[config.mk]
export PLATFORM = sky130hd
export DESIGN_NAME = srr_ctrl
export DESIGN_NICKNAME = d
export VERILOG_FILES = /design/src/rtl/srr_pkg.sv /design/src/rtl/srr_ctrl.sv
export SDC_FILE = /design/constraint.sdc
export NUM_CORES = 1
export LEC_CHECK = 0
export BUFFER_PORTS_ARGS = -buffer_cell sky130_fd_sc_hd__buf_2
export CORE_MARGIN = 2
export CORE_UTILIZATION = 32
export DETAILED_ROUTE_END_ITERATION = 16
export PLACE_DENSITY = 0.66
export SLEW_MARGIN = 20
export SYNTH_ARGS = -nofsm -noshare
export SYNTH_HDL_FRONTEND = slang
export SYNTH_SLANG_ARGS = --single-unit
[constraint.sdc]
create_clock -name clk -period 1.2 [get_ports clk]
set_input_delay 0.12 -clock clk [delete_from_list [all_inputs] [get_ports clk]]
set_output_delay 0.12 -clock clk [all_outputs]
set_load 0.1 [all_outputs]
[src/rtl/srr_pkg.sv]
// Shared constants and controller/datapath command and status types
// for the subset rank/unrank block. No dependencies.
package srr_pkg;

  localparam int MAX_SET_SIZE = 63;
  localparam int DATA_W       = 64;
  localparam int SIZE_W       = 6;
  localparam int COL_W        = 7;   // column index 0..MAX_SET_SIZE+1
  localparam int ADDR_W       = SIZE_W + COL_W;
  localparam int OP_W         = 4;

  localparam logic [OP_W-1:0] CMD_NONE   = 4'd0;
  localparam logic [OP_W-1:0] CMD_BREAD  = 4'd1;
  localparam logic [OP_W-1:0] CMD_BWRITE = 4'd2;
  localparam logic [OP_W-1:0] CMD_LOAD   = 4'd3;
  localparam logic [OP_W-1:0] CMD_RREAD  = 4'd4;
  localparam logic [OP_W-1:0] CMD_RSTEP  = 4'd5;
  localparam logic [OP_W-1:0] CMD_SREAD  = 4'd6;
  localparam logic [OP_W-1:0] CMD_SDEC   = 4'd7;
  localparam logic [OP_W-1:0] CMD_UREAD  = 4'd8;
  localparam logic [OP_W-1:0] CMD_USTEP  = 4'd9;
  localparam logic [OP_W-1:0] CMD_FIN    = 4'd10;

  typedef struct packed {
    logic [OP_W-1:0] op;
  } srr_cmd_t;

  typedef struct packed {
    logic build_last;
    logic is_unrank;
    logic err;
    logic i_eq_n;
    logic i_zero;
    logic c_zero;
    logic gt;
    logic out_free;
  } srr_stat_t;

endpackage

[src/rtl/srr_ctrl.sv]
// Sequencer for the table build and the rank/unrank loops.
// Depends on srr_pkg; drives commands into srr_dp.
module srr_ctrl (
  input  logic              clk,
  input  logic              rst,
  input  logic              in_valid,
  output logic              in_stall,
  input  srr_pkg::srr_stat_t stat,
  output srr_pkg::srr_cmd_t  cmd
);
  import srr_pkg::*;

  localparam logic [3:0] ST_BREAD  = 4'd0;
  localparam logic [3:0] ST_BWRITE = 4'd1;
  localparam logic [3:0] ST_IDLE   = 4'd2;
  localparam logic [3:0] ST_DISP   = 4'd3;
  localparam logic [3:0] ST_RREAD  = 4'd4;
  localparam logic [3:0] ST_RSTEP  = 4'd5;
  localparam logic [3:0] ST_SREAD  = 4'd6;
  localparam logic [3:0] ST_SSTEP  = 4'd7;
  localparam logic [3:0] ST_UREAD  = 4'd8;
  localparam logic [3:0] ST_USTEP  = 4'd9;
  localparam logic [3:0] ST_DONE   = 4'd10;

  logic [3:0] state, state_next;

  always_ff @(posedge clk) begin
    if (rst) begin
      state <= ST_BREAD;
    end else begin
      state <= state_next;
    end
  end

  assign in_stall = (state != ST_IDLE);

  always_comb begin
    state_next = state;
    cmd.op     = CMD_NONE;
    case (state)
      ST_BREAD: begin
        cmd.op     = CMD_BREAD;
        state_next = ST_BWRITE;
      end
      ST_BWRITE: begin
        cmd.op     = CMD_BWRITE;
        state_next = stat.build_last ? ST_IDLE : ST_BREAD;
      end
      ST_IDLE: begin
        if (in_valid) begin
          cmd.op     = CMD_LOAD;
          state_next = ST_DISP;
        end
      end
      ST_DISP: begin
        if (!stat.is_unrank) state_next = ST_RREAD;
        else if (stat.err)   state_next = ST_DONE;
        else                 state_next = ST_SREAD;
      end
      ST_RREAD: begin
        if (stat.i_eq_n) begin
          state_next = ST_DONE;
        end else begin
          cmd.op     = CMD_RREAD;
          state_next = ST_RSTEP;
        end
      end
      ST_RSTEP: begin
        cmd.op     = CMD_RSTEP;
        state_next = ST_RREAD;
      end
      ST_SREAD: begin
        if (stat.c_zero) begin
          state_next = ST_UREAD;
        end else begin
          cmd.op     = CMD_SREAD;
          state_next = ST_SSTEP;
        end
      end
      ST_SSTEP: begin
        if (stat.gt) begin
          cmd.op     = CMD_SDEC;
          state_next = ST_SREAD;
        end else begin
          state_next = ST_UREAD;
        end
      end
      ST_UREAD: begin
        if (stat.i_zero) begin
          state_next = ST_DONE;
        end else begin
          cmd.op     = CMD_UREAD;
          state_next = ST_USTEP;
        end
      end
      ST_USTEP: begin
        cmd.op     = CMD_USTEP;
        state_next = ST_UREAD;
      end
      ST_DONE: begin
        if (stat.out_free) begin
          cmd.op     = CMD_FIN;
          state_next = ST_IDLE;
        end
      end
      default: state_next = ST_BREAD;
    endcase
  end

endmodule

==> results of run 1 <==
==> worst max-delay path, cell delays in order, from the launching register on <==
cell and delay (ps):
dfxtp_4 350, buf_6 120, mux2_4 320, nor3_4 150, a31o_4 140, buf_12 170
==> routing by layer <==
metal | global-route usage | wire length, um
met3 | 0.0862 | 161
met5 | 0 | 0
met4 | 0.0903 | 68
met1 | 0.321 | 874
met2 | 0.459 | 1080
==> where the power goes <==
group          leakage, nW  internal [mW]  switching [mW]  total (mW)
Combinational        0.421          0.344           0.399       0.742
Sequential          0.0353          0.148          0.0257       0.174
Clock               0.0138          0.113          0.0696       0.182
==> area by class of cell <==
cell class	instances	area (um2)
Inverter	3	11.3
Clock buffer	3	22.5
Multi-Input combinational cell	50	508
Tap cell	15	18.8
Sequential cell	4	92.6
Fill cell	76	244
Timing Repair Buffer	46	420
==> placed cells by master, fill, tap and decap left out, types with 3 or more instances in the layout <==
cell      count
buf_4        21
buf_6        10
clkbuf_4      3
buf_12        5
buf_2        10
nand2_1       3
a21oi_2       3
dfxtp_4       3
nor3_1        3
==> through the flow <==
step,utilization,area (um2)
after floorplan,-,561
after global placement,0.606,798
after detailed placement,0.606,798
after CTS,0.780,1030
after global routing,0.815,1070
final,0.815,1070
==> worst max-delay path by stage <==
stage / from / cells after the start / end / slack, ps
2_1_floorplan: state[0] / 6 / cmd[0] / -320
3_3_place_gp: state[0] / 6 / cmd[1] / -210
3_5_place_dp: state[0] / 5 / cmd[0] / -230
4_1_cts: state[1] / 5 / cmd[2] / -400
5_1_grt: state[1] / 5 / cmd[2] / -440
6_report: state[1] / 5 / cmd[2] / -410
==> repair_timing <==
item / in CTS / in global routing
buffers inserted: 10 / 2
resized for setup: 36 / 7
endpoints found under the setup margin: 9 / 9
pin swaps: 8 / 3
==> kinds of logic (layout without fill, tap and decap cells) <==
kind of cell / Yosys count / count (layout) / synth area share
compound gates: 23 / 23 / 0.377
buf+inv: 8 / 52 / 0.0921
flops: 4 / 4 / 0.173
mux: 1 / 1 / 0.0325
simple gates: 26 / 26 / 0.325
==> qor.txt, run 1 <==
# port buffers: 15
Setup TNS: -2500 ps
Hold WS: 158 ps
# DRC: 0
Largest register FFs: 4
Final Hold Vio Count: 0
reg-to-reg critical path endpoint: state[2]
initial DRC count: 21
Final Setup Violations: 9
fmax: 620 MHz
Final Skew: 4.33 ps
clock tree from TritonCTS: built
startpoint types: register
synthesized cell area: 462 um2
Synth Area per Inst: 7.45 um2
Starting Density: 0.350
Power Density: 1020 nW/um2
cts hold-fix bufs: 0
critical path required time: 1080 ps
failing checks: negative setup slack
Slew Limit Fails: 0
fin crit period: 1610 ps
Reg2Reg Depth: 5
# rows: 13
cell count after placement: 106
fin nets: 119
Worst Min Path Start: rst
largest area contributor in the netlist: dfxtp_1
post-synth top area share: 0.173
yosys warns: 0
Global Route Usage Sum: 0.271
CP Class: register to output port
TritonCTS Buffers: 3
dpl ws: -226 ps
crit-path max FO: 5
Slew @ Worst Pin: 326 ps
leakage: 0.470 nW
vias in the first global route: 725
Worst Hold Endpoint: state[0]
grt ovf: 0
flip-flop and latch count after synthesis: 4
Yosys cell types: 32
RSZ-0062 raised after global routing: yes
largest net degree at the start of global routing: 9
Clock Path Buffers: 2
layout cells sized above 1: 0.764
worst hold stages: 2
Hold WC Path Type: input pin to register
ranking of synthesized cells by area: dfxtp_1 (17%), a21oi_1 (5.4%), nor2b_1 (5.4%)
full die area: 1760 um2
top cells by count, synth: a21oi_1 (5), o21ai_0 (5), dfxtp_1 (4), nand2_1 (4), nor2b_1 (4)
area delta synth->final: 133%
vias: 691
relative slew slack: 0.781
CP endpoint kind: output port
CTS root buffer: clkbuf_4
syn_nets: 73
WL final: 2190 um
largest reg by FF count: state
outcome: complete, but fails checks
Final HPWL DP: 1170 um
num ports: 16
Finished Layout Cells: 121
total power: 1.10 mW
Antenna diodes: 0
Mapped Cells: 62
vias per cell: 5.71
sequential cell area fraction in the yosys report: 0.173
Worst VDD drop: 780 uV
WP data arrival: 1490 ps
Worst-path clk slew: 40 ps
initial antenna violation count: 0
Die Width: 42.0 um
max-cap violations: 0
flop-to-flop setup slack: -270 ps
antenna viol nets, final: 0
setup ws final: -413 ps
H-tree depth: 1
global-route wire length before repair: 3540 um
top flop regs: state x4
Clock Sinks: 4
fraction of registers with async set/reset: 0
Core Region: 1320 um2
Most used DFF post-synth: dfxtp_1
Post-synth EDFFs: 0
gpl congestion: 0.823
post-route clock period utilization: 1.34
Pre-Repair DR Iteration Count: 4
Crit Reg-Reg Startpoint: state[1]
Die Y: 42.0 um
Clock Latency Late Sink: 250 ps
Routed WL per cell: 18.1 um
Power figures use the tool's default switching activity.
==> run 2: changes to the inputs <==
- ABC_AREA: not set -> 1
- PLACE_DENSITY: 0.66 -> 0.67
==> run 2 against run 1 <==
The flow still finishes with violations (negative setup slack). Count of clock-buffer cells in the layout grew 1. Core utilization decreased by 16 points. Synthesized area is 8.9% lower. Die area is 8.1% lower. Sequential cell count unchanged. Largest power group unchanged. Design area is 23% lower.
==> qor.txt, run 2 <==
Starting Density: 0.331
Finished Layout Cells: 131
Worst Setup EP: cmd[2]
Antenna diodes: 0
Clock Latency Late Sink: 230 ps
total power: 843 uW
Largest register FFs: 4
Global Route Usage Sum: 0.193
Register Area: 92.6 um2
Die Width: 40.2 um
yosys warns: 0
max-cap violations: 0
RSZ-0062 raised after global routing: yes
area delta synth->final: 96.4%
Filler cells: 108
syn_nets: 95
full die area: 1620 um2
failing checks: negative setup slack
slowest CP cell: dfxtp_4
Core Region: 1270 um2
vias per cell: 4.53
fin nets: 128
largest reg by FF count: state
Clock Sinks: 4
fmax: 673 MHz
setup ws final: -285 ps
flop-to-flop setup slack: -80 ps
largest area contributor in the netlist: nand2_1
sequential cell area fraction in the yosys report: 0.190
Final Skew: 5.57 ps
vias in the first global route: 512
top flop regs: state x4
relative slew slack: 0.854
Power Density: 1020 nW/um2
post-route clock period utilization: 1.24
crit-path max FO: 4
CP endpoint kind: output port
Die Y: 40.2 um
WP buf/inv: 3
Routed WL per cell: 10.4 um
initial DRC count: 6
global-route wire length before repair: 2070 um
top cells by count, synth: nand2_1 (31), inv_1 (17), nor2_1 (13)
flip-flop and latch count after synthesis: 4
Top delay family on crit path: simple AND/OR/NAND/NOR gates
H-tree depth: 1
CP Cell Sequence: inv_4 > nor2_2 > nand2_1 > nand2_2 > nor2_4 > clkinvlp_4 > buf_12
crit path launch: state[0]
gpl congestion: 0.881
reg-to-reg critical path endpoint: state[1]
Crit Reg-Reg Startpoint: state[2]
Worst-path clk slew: 40 ps
critical path required time: 1080 ps
Yosys cell types: 15
commonest non-fill, non-tap cell in the layout: nand2_1
grt ovf: 0
Final HPWL DP: 974 um
Final Setup Violations: 7
most common cell in the synthesized netlist: nand2_1
fin crit period: 1490 ps
fraction of registers with async set/reset: 0
leakage: 0.462 nW
layout cells sized above 1: 0.578
CP Class: register to output port
Final Hold Vio Count: 0
most frequent cells in the layout: nand2_1 (20), buf_4 (13), nand2_2 (11), inv_1 (11), buf_2 (10)
synthesized cell area: 420 um2
largest net degree at the start of global routing: 6
Slew Limit Fails: 0
# port buffers: 15
num ports: 16
vias: 593
Hold WC Path Type: input pin to register
ranking of synthesized cells by area: nand2_1 (28%), dfxtp_1 (19%), inv_1 (15%)
initial antenna violation count: 0
CTS root buffer: clkbuf_4
cts hold-fix bufs: 0
# rows: 13
Mapped Cells: 84
slowest cell delay on critical path: 400 ps
Clock Path Buffers: 2
Post-synth EDFFs: 0
WL final: 1360 um
antenna viol nets, final: 0
Slew @ Worst Pin: 220 ps
Synth Area per Inst: 5.00 um2
Pre-Repair DR Iteration Count: 4
Reg2Reg Depth: 10
post-synth top area share: 0.277
cell count after placement: 121
Critical Path Stages: 7
# DRC: 0
Worst VDD drop: 798 uV
startpoint types: register
clock tree from TritonCTS: built
Most used DFF post-synth: dfxtp_1
outcome: complete, but fails checks
TritonCTS Buffers: 3
multi-input logic area: 358 um2
WP data arrival: 1370 ps
-- run 2: cell count changes in the layout (fill, tap and decap cells not counted), moves of 4 or more --
| cell | change |
|---|---|
| nor2_4 | +4 |
| nand2_2 | +10 |
| nand2_1 | +17 |
| inv_1 | +9 |
| nor2_1 | +8 |
| buf_4 | -8 |
| buf_6 | -10 |
-- run 2: cells by family (layout without fill, tap and decap cells) --
group / after synthesis / count (layout) / share of synthesized area
AND/OR/NAND/NOR: 57 / 57 / 0.583
AO/OA/AOI/OAI: 4 / 4 / 0.0565
buffers and inverters: 19 / 51 / 0.170
flip-flops: 4 / 4 / 0.190
-- run 2: per-layer routing --
| metal | global-route usage | wire, um | vias to the layer above |
|---|---|---|---|
| li1 | - | - | 315 |
| met1 | 0.224 | 552 | 255 |
| met2 | 0.343 | 731 | 19 |
| met3 | 0.0389 | 62 | 4 |
| met4 | 0.0750 | 11 | 0 |
| met5 | 0 | 0 | - |
-- run 2: layout make-up --
| cell class | instances | area share |
|---|---|---|
| Multi-Input combinational cell | 61 | 0.433 |
| Timing Repair Buffer | 28 | 0.300 |
| Sequential cell | 4 | 0.112 |
| Inverter | 19 | 0.100 |
| Clock buffer | 4 | 0.0318 |
| Tap cell | 15 | 0.0227 |
-- run 2: power breakdown --
part | total [mW] | internal (mW) | switching (mW)
registers | 0.181 | 0.148 | 0.0325
clock network | 0.174 | 0.124 | 0.0494
logic | 0.489 | 0.186 | 0.303
-- run 2: worst min path at each step --
stage               startpoint       end  slack [ps]  depth (start not counted)
floorplan                  rst  state[1]         180                          1
global placement           rst  state[1]         320                          2
detailed placement         rst  state[1]         330                          2
CTS                        rst  state[1]          80                          2
global route               rst  state[1]          90                          2
finish                     rst  state[1]          90                          2
-- run 2: what timing repair did --
item	CTS	global route
setup buffers	4	2
gates resized for setup	21	5
setup endpoints to repair	6	7
pin swaps	13	7
-- run 2: through the flow --
step	setup WS, ps	hold slack, ps	TNS (ps)	area, um2	util
2_1_floorplan	-460	182	-1210	463	-
3_3_place_gp	-34.3	323	-103	684	0.539
3_5_place_dp	-57.3	328	-158	684	0.539
4_1_cts	-277	78.9	-1170	798	0.629
5_1_grt	-375	91.1	-1860	826	0.651
6_report	-285	87.0	-1280	826	0.651
==> run 3: changes to the inputs <==
- PLACE_DENSITY: 0.67 -> 0.59
==> run 3 against run 2 <==
Largest power group unchanged. Critical path depth is 1 higher. Routed wire length rose by 11%. Global-route usage up 0.94 points. Count of clock-buffer cells in the layout did not move. Largest cell class unchanged. The flow still finishes with violations (negative setup slack). Die area unchanged.
==> qor.txt, run 3 (synthesized netlist as in run 2, its figures left out) <==
gpl congestion: 0.893
layout cells sized above 1: 0.588
antenna viol nets, final: 0
reg-to-reg critical path endpoint: state[1]
Hold WC Path Type: input pin to register
# rows: 13
grt ovf: 0
CP Class: register to output port
slowest CP cell: dfxtp_4
leakage: 0.479 nW
max-cap violations: 0
# port buffers: 15
area delta synth->final: 105%
crit path launch: state[3]
Pre-Repair DR Iteration Count: 4
num ports: 16
Reg2Reg Depth: 10
most frequent cells in the layout: nand2_1 (18), buf_4 (15), inv_1 (13)
multi-input logic area: 368 um2
post-route clock period utilization: 1.23
Die Y: 40.2 um
Final HPWL DP: 983 um
Filler cells: 93
Slew Limit Fails: 0
setup ws final: -273 ps
total power: 839 uW
fin nets: 131
Routed WL per cell: 11.3 um
flop-to-flop setup slack: -250 ps
fmax: 679 MHz
largest reg by FF count: state
Final Core Density: 0.679
Crit Reg-Reg Startpoint: state[1]
top flop regs: state x4
WL final: 1510 um
Worst VDD drop: 600 uV
Power Density: 974 nW/um2
Final Hold Vio Count: 0
Die Width: 40.2 um
worst hold stages: 2
slowest cell delay on critical path: 380 ps
failing checks: negative setup slack
Final Setup Violations: 8
CTS root buffer: clkbuf_4
# DRC: 0
vias per cell: 4.69
Global Route Usage Sum: 0.202
Slew @ Worst Pin: 273 ps
Largest register FFs: 4
Register Area: 92.6 um2
outcome: complete, but fails checks
Starting Density: 0.331
startpoint types: register
Final Skew: 7.59 ps
dpl ws: -37.8 ps
initial DRC count: 24
CP endpoint kind: output port
Worst-path clk slew: 40 ps
vias: 629
WP data arrival: 1350 ps
vias in the first global route: 535
critical path required time: 1080 ps
fin crit period: 1470 ps
Clock Sinks: 4
crit-path max FO: 4
RSZ-0062 raised after global routing: yes
Worst Min Path Start: rst
Clock Latency Late Sink: 240 ps
CP Cell Sequence: inv_4 > nand2_2 > nor2_4 > nand2_4 > nand2_2 > nor2_4 > clkinvlp_4 > buf_12
relative slew slack: 0.816
Clock Path Buffers: 2
Antenna diodes: 0
Core Region: 1270 um2
global-route wire length before repair: 2180 um
commonest non-fill, non-tap cell in the layout: nand2_1
full die area: 1620 um2
initial antenna violation count: 0
largest net degree at the start of global routing: 6
TritonCTS Buffers: 3
clock tree from TritonCTS: built
Worst Hold Endpoint: state[1]
H-tree depth: 1
run 3: how the worst max path moves through the flow:
stage | to | slack [ps] | cells after the start
final | cmd[2] | -270 | 8
after global routing | cmd[1] | -350 | 7
after CTS | cmd[2] | -260 | 7
after detailed placement | cmd[2] | -40 | 7
after global placement | cmd[2] | -40 | 7
after floorplan | cmd[1] | -460 | 7
run 3: power by group:
| group | switching [mW] | total [mW] | internal [mW] | leakage, nW |
|---|---|---|---|---|
| combinational | 0.306 | 0.476 | 0.170 | 0.429 |
| clock | 0.0615 | 0.187 | 0.125 | 0.0150 |
| sequential | 0.0293 | 0.177 | 0.148 | 0.0353 |
run 3: critical path, delay by kind of cell (launching register included):
kind	cells	cell delay (ps)
buffers and inverters	3	320
flip-flops	1	380
AND/OR/NAND/NOR	5	420
run 3: cell type report:
cell class	instances	area share
well taps	15	0.0218
clock buffers	4	0.0305
flip-flops and latches	4	0.107
multi-input cells	61	0.427
inverters	19	0.0958
repair buffers	31	0.318
run 3: what timing repair did:
action                     in CTS  in global routing
resized for setup              14                 13
pin swaps                       4                  7
hold buffers                    0                  0
buffers inserted                9                  2
setup endpoints to repair       5                  8
run 3: routing by layer:
layer | GRT usage | routed length, um | vias to the layer above
met5 | 0 | 0 | -
li1 | - | - | 327
met3 | 0.0389 | 64 | 2
met2 | 0.359 | 771 | 18
met4 | 0.0500 | 23 | 0
met1 | 0.248 | 654 | 282
run 3: per-stage QoR:
| stage | instances | area, um2 | setup TNS (ps) | hold WS, ps |
|---|---|---|---|---|
| floorplan | 84 | 463 | -1210 | 182 |
| global placement | 119 | 669 | -129 | 327 |
| detailed placement | 119 | 669 | -59.2 | 322 |
| CTS | 132 | 802 | -1310 | 71.6 |
| global route | 134 | 862 | -2070 | 68.7 |
| finish | 134 | 862 | -1480 | 79.7 |
